===== src/rtl/cpm_pkg.sv =====
// ----------------------------------------------------------------------------
// cpm_pkg: shared types and constants for the C punctuator matcher
// Character codes, token codes, the punctuator tables and the match result.
// ----------------------------------------------------------------------------
package cpm_pkg;

	localparam int unsigned ByteW = 8;
	localparam int unsigned CodeW = 6;
	localparam int unsigned AdvW  = 3;

	localparam int unsigned NumPairs   = 19;
	localparam int unsigned NumSingles = 24;

	// Characters
	localparam logic [ByteW-1:0] CH_HASH    = 8'h23; // #
	localparam logic [ByteW-1:0] CH_PERCENT = 8'h25; // %
	localparam logic [ByteW-1:0] CH_COLON   = 8'h3a; // :
	localparam logic [ByteW-1:0] CH_DOT     = 8'h2e; // .
	localparam logic [ByteW-1:0] CH_LT      = 8'h3c; // <
	localparam logic [ByteW-1:0] CH_GT      = 8'h3e; // >
	localparam logic [ByteW-1:0] CH_EQ      = 8'h3d; // =
	localparam logic [ByteW-1:0] CH_MINUS   = 8'h2d; // -
	localparam logic [ByteW-1:0] CH_PLUS    = 8'h2b; // +
	localparam logic [ByteW-1:0] CH_AMP     = 8'h26; // &
	localparam logic [ByteW-1:0] CH_PIPE    = 8'h7c; // |
	localparam logic [ByteW-1:0] CH_CARET   = 8'h5e; // ^
	localparam logic [ByteW-1:0] CH_BANG    = 8'h21; // !
	localparam logic [ByteW-1:0] CH_STAR    = 8'h2a; // *
	localparam logic [ByteW-1:0] CH_SLASH   = 8'h2f; // /

	// Token codes
	localparam logic [CodeW-1:0] TOK_HASHHASH    = 6'd0;
	localparam logic [CodeW-1:0] TOK_ELLIPSIS    = 6'd1;
	localparam logic [CodeW-1:0] TOK_SHL_ASSIGN  = 6'd2;
	localparam logic [CodeW-1:0] TOK_SHR_ASSIGN  = 6'd3;
	localparam logic [CodeW-1:0] TOK_PAIR_BASE   = 6'd4;
	localparam logic [CodeW-1:0] TOK_HASH        = 6'd23;
	localparam logic [CodeW-1:0] TOK_SINGLE_BASE = 6'd24;
	localparam logic [CodeW-1:0] TOK_NONE        = 6'd0;

	// Advance lengths
	localparam logic [AdvW-1:0] ADV_NONE = 3'd0;
	localparam logic [AdvW-1:0] ADV_ONE  = 3'd1;
	localparam logic [AdvW-1:0] ADV_TWO  = 3'd2;
	localparam logic [AdvW-1:0] ADV_THREE = 3'd3;
	localparam logic [AdvW-1:0] ADV_FOUR = 3'd4;

	// Two-character punctuators in code order, first character in [15:8]
	localparam logic [2*ByteW-1:0] PAIR_TBL [NumPairs] = '{
		{CH_MINUS, CH_GT},   {CH_PLUS, CH_PLUS},  {CH_MINUS, CH_MINUS},
		{CH_LT, CH_LT},      {CH_GT, CH_GT},      {CH_LT, CH_EQ},
		{CH_GT, CH_EQ},      {CH_EQ, CH_EQ},      {CH_BANG, CH_EQ},
		{CH_AMP, CH_AMP},    {CH_PIPE, CH_PIPE},  {CH_STAR, CH_EQ},
		{CH_SLASH, CH_EQ},   {CH_PERCENT, CH_EQ}, {CH_PLUS, CH_EQ},
		{CH_MINUS, CH_EQ},   {CH_AMP, CH_EQ},     {CH_CARET, CH_EQ},
		{CH_PIPE, CH_EQ}
	};

	// Single-character punctuators in code order
	localparam logic [ByteW-1:0] SINGLE_TBL [NumSingles] = '{
		8'h5b, 8'h5d, 8'h28, 8'h29, 8'h7b, 8'h7d, CH_DOT, CH_AMP,
		CH_STAR, CH_PLUS, CH_MINUS, 8'h7e, CH_BANG, CH_SLASH, CH_PERCENT, CH_LT,
		CH_GT, CH_CARET, CH_PIPE, 8'h3f, CH_COLON, 8'h3b, CH_EQ, 8'h2c
	};

	typedef struct packed {
		logic             matched;
		logic [CodeW-1:0] code;
		logic [AdvW-1:0]  adv;
	} match_t;

endpackage


===== src/rtl/cpm_match.sv =====
// ----------------------------------------------------------------------------
// cpm_match: punctuator recognizer
// Combinational priority match of a four-byte window; longest form wins.
// ----------------------------------------------------------------------------
module cpm_match import cpm_pkg::*; (
	input  logic [ByteW-1:0] b0,
	input  logic [ByteW-1:0] b1,
	input  logic [ByteW-1:0] b2,
	input  logic [ByteW-1:0] b3,
	output match_t           res
);

	logic             pair_hit;
	logic [CodeW-1:0] pair_code;
	logic             single_hit;
	logic [CodeW-1:0] single_code;

	// Pair table entries are distinct, so at most one hits
	always_comb begin
		pair_hit  = 1'b0;
		pair_code = TOK_NONE;
		for (int i = 0; i < NumPairs; i++) begin
			if (b0 == PAIR_TBL[i][2*ByteW-1:ByteW] && b1 == PAIR_TBL[i][ByteW-1:0]) begin
				pair_hit  = 1'b1;
				pair_code = TOK_PAIR_BASE + CodeW'(i);
			end
		end
	end

	always_comb begin
		single_hit  = 1'b0;
		single_code = TOK_NONE;
		for (int i = 0; i < NumSingles; i++) begin
			if (b0 == SINGLE_TBL[i]) begin
				single_hit  = 1'b1;
				single_code = TOK_SINGLE_BASE + CodeW'(i);
			end
		end
	end

	always_comb begin
		res = '{matched: 1'b1, code: TOK_NONE, adv: ADV_NONE};
		if (b0 == CH_HASH && b1 == CH_HASH) begin
			res.code = TOK_HASHHASH;
			res.adv  = ADV_TWO;
		end else if (b0 == CH_PERCENT && b1 == CH_COLON && b2 == CH_PERCENT &&
				b3 == CH_COLON) begin
			res.code = TOK_HASHHASH;
			res.adv  = ADV_FOUR;
		end else if (b0 == CH_DOT && b1 == CH_DOT && b2 == CH_DOT) begin
			res.code = TOK_ELLIPSIS;
			res.adv  = ADV_THREE;
		end else if (b0 == CH_LT && b1 == CH_LT && b2 == CH_EQ) begin
			res.code = TOK_SHL_ASSIGN;
			res.adv  = ADV_THREE;
		end else if (b0 == CH_GT && b1 == CH_GT && b2 == CH_EQ) begin
			res.code = TOK_SHR_ASSIGN;
			res.adv  = ADV_THREE;
		end else if (pair_hit) begin
			res.code = pair_code;
			res.adv  = ADV_TWO;
		end else if (b0 == CH_HASH) begin
			res.code = TOK_HASH;
			res.adv  = ADV_ONE;
		end else if (b0 == CH_PERCENT && b1 == CH_COLON) begin
			res.code = TOK_HASH;
			res.adv  = ADV_TWO;
		end else if (single_hit) begin
			res.code = single_code;
			res.adv  = ADV_ONE;
		end else begin
			res.matched = 1'b0;
		end
	end

endmodule


===== src/rtl/c_punctuator_matcher_top.sv =====
// The match logic sits between the input register (stage 1) and the result register (stage 2).
// Throughput: one word per cycle while out_stall is low; the result register drives the output.
// Under output stall both stages hold, and the input stalls only when both are full.
// Reset (arst_n low, asynchronous) empties both stages; payload registers are not reset.
// ----------------------------------------------------------------------------
// c_punctuator_matcher_top: C punctuator matcher
// Recognizes the C punctuator at the start of a four-byte text window and
// returns its token code and the number of bytes to advance.
// ----------------------------------------------------------------------------
module c_punctuator_matcher_top import cpm_pkg::*; (
	input  logic             clk,
	input  logic             arst_n,
	input  logic             in_valid,
	output logic             in_stall,
	input  logic [ByteW-1:0] byte0,
	input  logic [ByteW-1:0] byte1,
	input  logic [ByteW-1:0] byte2,
	input  logic [ByteW-1:0] byte3,
	output logic             out_valid,
	input  logic             out_stall,
	output logic             matched,
	output logic [CodeW-1:0] token_code,
	output logic [AdvW-1:0]  advance
);

	// Stage 1: registered input window
	logic             vld_s1;
	logic [ByteW-1:0] b0_s1, b1_s1, b2_s1, b3_s1;

	// Stage 2: registered result word
	logic   vld_s2;
	match_t res_s2;

	match_t res_comb;
	logic   adv_s2;   // stage 2 may load
	logic   adv_s1;   // stage 1 may load

	// Stage 2 loads when empty or when its word leaves this cycle;
	// stage 1 loads when empty or when it hands its word on.
	assign adv_s2   = !vld_s2 || !out_stall;
	assign adv_s1   = !vld_s1 || adv_s2;
	assign in_stall = !adv_s1;

	always_ff @(posedge clk or negedge arst_n) begin
		if (!arst_n) begin
			vld_s1 <= 1'b0;
		end else if (adv_s1) begin
			vld_s1 <= in_valid;
		end
	end

	// Hold the window while stalled; load only on an accepted word
	always_ff @(posedge clk) begin
		if (adv_s1 && in_valid) begin
			b0_s1 <= byte0;
			b1_s1 <= byte1;
			b2_s1 <= byte2;
			b3_s1 <= byte3;
		end
	end

	cpm_match u_match (
		.b0  (b0_s1),
		.b1  (b1_s1),
		.b2  (b2_s1),
		.b3  (b3_s1),
		.res (res_comb)
	);

	always_ff @(posedge clk or negedge arst_n) begin
		if (!arst_n) begin
			vld_s2 <= 1'b0;
		end else if (adv_s2) begin
			vld_s2 <= vld_s1;
		end
	end

	// Capture the result only when a window advances into stage 2
	always_ff @(posedge clk) begin
		if (adv_s2 && vld_s1) begin
			res_s2 <= res_comb;
		end
	end

	assign out_valid  = vld_s2;
	assign matched    = res_s2.matched;
	assign token_code = res_s2.code;
	assign advance    = res_s2.adv;

endmodule


===== config.mk =====
export PLATFORM = sky130hd
export DESIGN_NAME = c_punctuator_matcher_top
export DESIGN_NICKNAME = d
export VERILOG_FILES = /design/src/rtl/cpm_pkg.sv /design/src/rtl/cpm_match.sv /design/src/rtl/c_punctuator_matcher_top.sv
export SDC_FILE = /design/constraint.sdc
export NUM_CORES = 1
export LEC_CHECK = 0
export BUFFER_PORTS_ARGS = -buffer_cell sky130_fd_sc_hd__buf_2
export CAP_MARGIN = 30
export CORE_MARGIN = 4
export CORE_UTILIZATION = 45
export CTS_CLUSTER_SIZE = 14
export DETAILED_ROUTE_END_ITERATION = 10
export PLACE_DENSITY_LB_ADDON = 0.2
export SLEW_MARGIN = 5
export SYNTH_ARGS = -nofsm -noshare
export SYNTH_HDL_FRONTEND = slang
export SYNTH_SLANG_ARGS = --single-unit

===== constraint.sdc =====
create_clock -name clk -period 2.81 [get_ports clk]
set_clock_uncertainty 0.05 [all_clocks]
set_input_delay 0.281 -clock clk [delete_from_list [all_inputs] [get_ports clk]]
set_output_delay 0.281 -clock clk [all_outputs]
set_load 0.01 [all_outputs]

---- Word level (Yosys, flattened, before mapping) ----
Index checks and enable logic that the tools add are counted.
cells by class
  $add $sub $neg .......................... 0
  multiply operators ...................... 0
  divide/modulo/power cells ............... 0
  order comparisons ....................... 0
  equal/unequal tests ..................... 39
  shifts and indexed selects .............. 0
  multiplexer cells ....................... 95
  bitwise gates (word level) .............. 0
  reductions and logical operators ........ 39
operator list
  kind                                                              count
  8-bit by 6-bit == test with 1-bit output (second input constant)  31
  6-bit 2-to-1 mux                                                  16
  5-bit 2-to-1 mux                                                  17
  8-bit by 7-bit == test with 1-bit output (second input constant)  8
  1-bit 2-to-1 mux                                                  44
  4-bit 2-to-1 mux                                                  9
  9-bit 2-to-1 mux                                                  4
  1-bit logical AND                                                 29
  3-bit 2-to-1 mux                                                  5
  8-bit OR reduction                                                1
  5-bit OR reduction                                                1
  1-bit zero test                                                   4
  3-bit OR reduction                                                1
  1-bit logical OR                                                  2
  2-bit OR reduction                                                1
word-level totals
  register bits ........................... 44
  bits in latches ......................... 0
  bits in writable memories ............... 0
  bits in read-only memories .............. 0
  bits of input ports ..................... 36
  output and inout bits ................... 12
  word-level logic and storage cells ...... 185
  memories ................................ 0

---- Longest topological paths before layout ----
Gate-level depths: netlist of run 1.
  depth after elaboration ................. 33
  depth in mapped cells ................... 9
  gate-level depth less buffers ........... 7

---- Cells and area by module ----
From an unflattened synthesis of run 1, not the netlist that was laid out.
unflattened totals
  cell total of the unflattened synthesis .. 270
  area, all modules ....................... 2840.2 µm²
by module, submodules not included
  module                    times used  cells each  area an instance (µm²)  seq. area each (µm²)
  cpm_match                 1           220         1486.4                  0.0
  c_punctuator_matcher_top  1           50          1353.8                  1311.3

---- Least setup slack after synthesis of run 1 ----
No wires, ideal clock.
  path type ............................... reg2reg
  start point ............................. reg b0_s1[3]
  end point ............................... reg res_s2, in the netlist advance[1] (data pin)
  setup time .............................. 0.264 ns
  arrival time ............................ 1.943 ns
  required time ........................... 2.496 ns
  setup slack ............................. 0.554 ns
  stages on the path, launching flop included .. 8
  buffers on the path ..................... 0
  clock period less this slack ............ 2.256 ns
  cells stage by stage .................... edfxtp_1 -> and3b_1 -> o2111a_1 -> o21ba_1 -> or4_4 -> nor2_4 -> and3_1 -> a31oi_1
between the ends
  cells in the longest elaborated chain, start to end .. 26
  elaborated cells between the ends (all ways) .. 67
  those cells by class .................... 14 x eq/ne; 26 x mux; 27 x reduce/logical
ends and longest elaborated chain
  item                                      line                            source
  start, declared                           c_punctuator_matcher_top.sv:28  logic [ByteW-1:0] b0_s1, b1_s1, b2_s1, b3_s1;
  start signal, assigned                    c_punctuator_matcher_top.sv:55  b0_s1 <= byte0;
  8-bit by 6-bit == test with 1-bit output  cpm_match.sv:23                 if (b0 == PAIR_TBL[i][2*ByteW-1:ByteW] && b1 == PAIR_TBL[i][ByteW-1:0]) begin
  1-bit logical AND                         cpm_match.sv:23
  1-bit 2-to-1 mux (19 in series)           cpm_match.sv:23
  9-bit 2-to-1 mux                          cpm_match.sv:59                 end else if (pair_hit) begin
  5-bit 2-to-1 mux                          cpm_match.sv:56                 end else if (b0 == CH_GT && b1 == CH_GT && b2 == CH_EQ) begin
  5-bit 2-to-1 mux                          cpm_match.sv:53                 end else if (b0 == CH_LT && b1 == CH_LT && b2 == CH_EQ) begin
  4-bit 2-to-1 mux                          cpm_match.sv:50                 end else if (b0 == CH_DOT && b1 == CH_DOT && b2 == CH_DOT) begin
  3-bit 2-to-1 mux                          cpm_match.sv:46                 end else if (b0 == CH_PERCENT && b1 == CH_COLON && b2 == CH_PERCENT &&
  end signal, assigned                      c_punctuator_matcher_top.sv:81  res_s2 <= res_comb;
  end, declared                             c_punctuator_matcher_top.sv:32  match_t res_s2;
Parallel ways exist; a longest one is shown, timed or not.
A chain may end at the register's enable or synchronous reset.

---- Final worst setup path of run 1 ----
Ends and elaborated chain as after synthesis.

==> results.sh, run 1 <==
export IMPL_gp_congestion=0.926
export IMPL_power_leakage_nw=1.18
export IMPL_grt_pass1_wl_mm=11.0
export IMPL_synth_ff_type="edfxtp_1"
export IMPL_die_area_mm2=0.00715
export IMPL_synth_nets=292
export IMPL_slowest_delay_ns=0.62
export IMPL_dpl_hpwl_mm=5.11
export IMPL_die_y_um=84.6
export IMPL_cts_buffers=5
export IMPL_n_antenna_cell=0
export IMPL_initial_utilization=0.471
export IMPL_antenna_found_initial=0
export IMPL_switching_share=0.241
export IMPL_synth_xor_area_frac=0.00664
export IMPL_reg2reg_depth=7
export IMPL_hold_viol=0
export IMPL_syn_to_final_growth_pct=21.1
export IMPL_path_class="reg2reg"
export IMPL_grt_max_degree=19
export IMPL_status="finished, final reports clean"
export IMPL_internal_power_mw=1.15
export IMPL_postRouteAntennaNets=0
export IMPL_total_power_mw=1.51
export IMPL_clk_path_buf_depth=2
export IMPL_postLayoutCoreUtil=0.570
export IMPL_grt_pass1_vias=2280
export IMPL_p_comb_frac=0.126
export IMPL_setup_violations=0
export IMPL_drcViolationCount=0
export IMPL_dr_total_vias=2393
export IMPL_avgSynthCellArea_um2=10.3
export IMPL_synth_seq_cells=44
export IMPL_grt_remaining_overflow=0
export IMPL_grt_setup_unrepaired="false"
export IMPL_maxCapViolCount=0
export IMPL_critPathSlowestCell="edfxtp_1"
export IMPL_port_buffer_count=47
export IMPL_syn_area_mm2=0.00264
export IMPL_clk_latency_ns=0.31
export IMPL_sequentialPowerShare=0.534
export IMPL_path_cells="and3b_1, o2111a_1, o21ba_1, or4_4, nor2_4, and3_1, a31oi_1"
export IMPL_track_usage=0.192
export IMPL_synth_area_leaders="edfxtp_1 48%, nor2b_1 3.1%, nand3_1 2.8%"
export IMPL_drt_iter0_drc=296
export IMPL_cts_sinks=44
export IMPL_setup_tns_ns=0
export IMPL_firstDrtPassIters=5
export IMPL_p_switching_mw=0.365
export IMPL_rows=27
export IMPL_synth_top_family_by_area="simple AND/OR/NAND/NOR gates"
export IMPL_synth_simple_gate_area_frac=0.326
export IMPL_synthCells=256
export IMPL_cts_root_buf="clkbuf_8"
export IMPL_r2r_start="b0_s1[3]$_DFFE_PP_"
export IMPL_synth_edf_count=42
export IMPL_design_area_mm2=0.00319
export IMPL_pwr_share_clk=0.340
export IMPL_hold_path_class="in2reg"
export IMPL_synth_fa_ha_area_frac=0
export IMPL_max_freq_mhz=380
export IMPL_htreeDepth=2
export IMPL_dpl_cell_area_mm2=0.00306
export IMPL_yosysWarnings=0
export IMPL_ys_types=59
export IMPL_wl_per_cell_um=17.0
export IMPL_synth_top_area_cell="edfxtp_1"
export IMPL_num_nets_final=353
export IMPL_arrival_ns=2.63
export IMPL_crit_family="simple AND/OR/NAND/NOR gates"
export IMPL_tritoncts="yes"
export IMPL_cp_depth=7
export IMPL_peakVddDrop_uv=309
export IMPL_relSlewSlack=0.550
export IMPL_wl_mm=6.64
export IMPL_crit_required_ns=2.81
export IMPL_clk_pin_slew_ns=0.09
export IMPL_synth_mux_area_frac=0.00427
export IMPL_routed_via_density=6.14
export IMPL_ys_async_sr_fraction=0.0455
export IMPL_drive_above_1_share=0.264
export IMPL_startpoint="b0_s1[3]$_DFFE_PP_"
export IMPL_path_max_fanout=16
export IMPL_fp_dieW_um=84.6
export IMPL_r2r_slack_ns=0.18
export IMPL_fin_crit_sh=0.936
export IMPL_r2r_end="advance[1]$_SDFFCE_PP1P_"
export IMPL_yosysTopAreaCellShare=0.478
export IMPL_core_mm2=0.00561
export IMPL_finalMaxSlewViolations=0
export IMPL_worstSetupEndpoint="advance[1]$_SDFFCE_PP1P_"
export IMPL_worst_pin_slew_ns=0.667
export IMPL_path_buf_inv=0
export IMPL_cts_resized=0
export IMPL_synth_compound_area_frac=0.132
export IMPL_worstSetupEndpointType="register"
export IMPL_yosysSeqAreaShare=0.497
export IMPL_critPathLaunchType="register"
export IMPL_p_per_area_mw_per_mm2=473
export IMPL_post_route_min_period_ns=2.63
export IMPL_num_io_pins=48
[synthesized netlist by cell type, types with 2 or more instances]
cell,number
a211oi_1,3
a21oi_1,7
a22oi_1,3
a31oi_1,3
and2_1,5
and3_1,2
and3b_1,2
buf_1,2
buf_2,6
buf_4,2
clkbuf_1,5
dfrtp_1,2
edfxtp_1,42
inv_1,5
nand2_1,16
nand2b_1,9
nand3_1,15
nand3b_1,5
nand4_1,11
nand4b_1,4
nand4bb_1,3
nor2_1,12
nor2b_1,13
nor3_1,15
nor3b_1,5
nor4_1,4
nor4b_1,3
nor4bb_1,2
o2111ai_1,2
o211ai_1,2
o21ai_0,8
o22ai_1,3
o31ai_1,4
o32ai_1,2
or3_1,2
or4_1,4
[worst min path at each step]
stage / cells after the start / startpoint / end / slack [ns]
2_1_floorplan: 0 / arst_n / out_valid$_DFFE_PN0P_ / -0.06
3_3_place_gp: 1 / arst_n / vld_s1$_DFFE_PN0N_ / 0.02
3_5_place_dp: 1 / arst_n / out_valid$_DFFE_PN0P_ / 0.02
4_1_cts: 1 / byte1[5] / b1_s1[5]$_DFFE_PP_ / 0.08
5_1_grt: 1 / byte1[4] / b1_s1[4]$_DFFE_PP_ / 0.08
6_report: 1 / byte1[7] / b1_s1[7]$_DFFE_PP_ / 0.09
[kinds of logic after synthesis]
| kind of cell | after synthesis |
|---|---|
| compound gates | 49 |
| flops | 44 |
| mux | 1 |
| simple gates | 140 |
| xor+xnor | 2 |
| buf+inv | 20 |
[state kept, by name, indices dropped and copies added (netlist names)]
signal      cells
advance         3
b0_s1           8
b1_s1           8
b2_s1           8
b3_s1           8
matched         1
out_valid       1
token_code      6
vld_s1          1
[layer usage]
| metal | track usage | up-vias | wire [um] |
|---|---|---|---|
| met4 | 0.0878 | 0 | 199 |
| met1 | 0.253 | 1105 | 2860 |
| met2 | 0.300 | 126 | 3080 |
| met5 | 0 | - | 0 |
| li1 | - | 1136 | - |
| met3 | 0.0442 | 26 | 502 |
[worst reg2reg max path, delay by kind of cell, from the launching register on]
family | cells | cell delay [ns]
AND/OR/NAND/NOR | 4 | 1.18
flip-flops | 1 | 0.62
AO/OA/AOI/OAI | 3 | 0.52
[power by group through the flow]
stage	Sequential, mW	Clock [mW]	Combinational [mW]
6_report	0.807	0.515	0.191
5_1_grt	0.815	0.559	0.209
4_1_cts	0.806	0.526	0.189
3_5_place_dp	0.821	0	0.187
3_3_place_gp	0.819	0	0.186
2_1_floorplan	0.811	0	0.109
[area by class of cell]
cell class	instances	area (um^2)
Clock inverter	2	38.8
Fill cell	530	2410
Multi-Input combinational cell	192	1240
Inverter	5	18.8
Sequential cell	44	1310
Timing Repair Buffer	69	415
Tap cell	72	90.1
Clock buffer	6	82.6
[placed cells by master, fill, tap and decap left out, types with 4 or more instances in the layout]
master and count:
buf_2 47, edfxtp_1 42, buf_4 20, nand2_1 16, nand3_1 15, nor3_1 15
nor2b_1 13, nor2_1 12, nand4_1 11, nand2b_1 9, o21ai_0 8, a21oi_1 7
clkbuf_8 6, inv_1 5, and2_1 5, nor3b_1 5, nand3b_1 5, nand4b_1 4
or4_1 4, o31ai_1 4, nor4_1 4
[through the flow]
step	hold WS, ns	setup WS, ns	cells
floorplan	-0.0646	0.554	256
global placement	0.0179	0.280	381
detailed placement	0.0185	0.217	381
finish	0.0913	0.179	390
global route	0.0819	0.0528	390
CTS	0.0812	0.201	390
[timing repair]
item	CTS	global route
endpoints found under the hold margin	2	0
hold buffers	1	0
buffers inserted	0	0
No activity file was read; power rests on OpenSTA's default activity.
==> run 2: changes to the inputs <==
CORE_UTILIZATION = 52   (was 45)
==> run 2 against run 1 <==
Compared with the run above:
- clock-buffer cell count fell by 1
- cell count is 2.1% lower
- clock power is 9.1% lower
- final area decreased by 1.1%
- global-route usage up 2.4 points
==> results.sh, run 2 (synthesis gave the netlist of run 1 again) <==
export IMPL_status="finished, final reports clean"
export IMPL_grt_pass1_vias=2216
export IMPL_grt_pass1_wl_mm=10.5
export IMPL_clk_pin_slew_ns=0.08
export IMPL_post_route_min_period_ns=2.55
export IMPL_final_common_cell="buf_2"
export IMPL_drt_iter0_drc=322
export IMPL_firstDrtPassIters=5
export IMPL_r2r_slack_ns=0.26
export IMPL_arrival_ns=2.56
export IMPL_die_y_um=79.2
export IMPL_setup_tns_ns=0
export IMPL_routed_via_density=6.10
export IMPL_cts_buffers=5
export IMPL_grt_setup_unrepaired="false"
export IMPL_rows=25
export IMPL_track_usage=0.216
export IMPL_grt_remaining_overflow=0
export IMPL_finalMaxSlewViolations=0
export IMPL_clk_latency_ns=0.29
export IMPL_critPathLaunchType="register"
export IMPL_hold_path_class="in2reg"
export IMPL_worstSetupEndpointType="register"
export IMPL_cts_sinks=44
export IMPL_n_fill_cell=406
export IMPL_path_max_fanout=11
export IMPL_num_io_pins=48
export IMPL_wl_per_cell_um=16.3
export IMPL_total_power_mw=1.46
export IMPL_setup_violations=0
export IMPL_relSlewSlack=0.487
export IMPL_dp_cells=373
export IMPL_dpl_cell_area_mm2=0.00303
export IMPL_hold_viol=0
export IMPL_fp_dieW_um=79.2
export IMPL_worst_pin_slew_ns=0.759
export IMPL_tritoncts="yes"
export IMPL_grt_most_used_layer="met2"
export IMPL_p_per_area_mw_per_mm2=461
export IMPL_drcViolationCount=0
export IMPL_crit_required_ns=2.82
export IMPL_grt_util_met2=0.338
export IMPL_power_leakage_nw=1.16
export IMPL_dr_total_vias=2331
export IMPL_antenna_found_initial=0
export IMPL_wl_mm=6.21
export IMPL_postLayoutCoreUtil=0.656
export IMPL_dpl_hpwl_mm=4.80
export IMPL_fin_cells=382
export IMPL_cts_root_buf="clkbuf_8"
export IMPL_n_antenna_cell=0
export IMPL_htreeDepth=2
export IMPL_final_cell_mix="47 x buf_2, 42 x edfxtp_1, 17 x buf_4"
export IMPL_drive_above_1_share=0.257
export IMPL_maxCapViolCount=0
export IMPL_syn_to_final_growth_pct=19.8
export IMPL_design_area_mm2=0.00316
export IMPL_num_nets_final=350
export IMPL_grt_util_met3=0.0442
export IMPL_gp_congestion=0.956
export IMPL_peakVddDrop_uv=438
export IMPL_die_area_mm2=0.00628
export IMPL_port_buffer_count=47
export IMPL_clk_path_buf_depth=2
export IMPL_core_mm2=0.00482
export IMPL_max_freq_mhz=391
export IMPL_postRouteAntennaNets=0
export IMPL_initial_utilization=0.548
export IMPL_grt_max_degree=33
export IMPL_path_class="reg2reg"
export IMPL_met1_usage=0.297
export IMPL_fin_crit_sh=0.909
-- run 2: changes by cell type in the layout (fill, tap and decap cells not counted), sizes merged --
| cell | change |
|---|---|
| buf | -3 |
| clkinv | +1 |
| clkbuf | -1 |
-- run 2: where the power goes --
part,internal (mW),switching (mW),leakage (nW)
sequential,0.770,0.0314,0.429
combinational,0.0827,0.106,0.679
clock,0.263,0.205,0.0558
total,1.12,0.342,1.16
-- run 2: stage by stage --
step | hold WS, ns | setup slack, ns
finish | 0.105 | 0.255
detailed placement | 0.0202 | 0.324
global placement | 0.0184 | 0.332
CTS | 0.0956 | 0.312
floorplan | -0.0646 | 0.554
global route | 0.0808 | 0.0724
-- run 2: final timing paths --
check,end,from,cells after the start
max reg2reg,token_code[5]$_SDFFCE_PP0P_,b0_s1[6]$_DFFE_PP_,7
min,b1_s1[0]$_DFFE_PP_,byte1[0],1
max in group asynchronous,vld_s1$_DFFE_PN0N_,arst_n,2
max,token_code[5]$_SDFFCE_PP0P_,b0_s1[6]$_DFFE_PP_,7
min in group asynchronous,out_valid$_DFFE_PN0P_,arst_n,2
min reg2reg,out_valid$_DFFE_PN0P_,vld_s1$_DFFE_PN0N_,1
-- run 2: what timing repair did --
| action | in CTS | in global routing |
|---|---|---|
| hold buffers | 1 | 0 |
| setup buffers | 0 | 0 |
| setup endpoints to repair | 0 | 1 |
| gates resized for setup | 0 | 1 |
| hold endpoints to repair | 2 | 0 |
-- run 2: final cells by class --
class,count,area [um^2],area share
clock buffer,5,68.8,0.0218
clock inverter,3,42.5,0.0135
inverter,5,18.8,0.00594
multi-input combinational,192,1240,0.393
sequential,44,1310,0.415
tap,67,83.8,0.0265
timing repair buffer,66,393,0.124
-- run 2: per-layer routing --
metal  wire length, um  vias up
met2              2930      133
met4               166        0
met5                 0        -
li1                  -     1125
met1              2580     1053
met3               536       20
-- run 2: worst max-delay path, stage by stage, from the launching register on --
cell and delay (ns):
edfxtp_1 0.54, or4b_1 0.72, a211oi_1 0.26, nor3_1 0.11
o211ai_2 0.22, nor2_4 0.07, and3_1 0.17, and3b_1 0.18
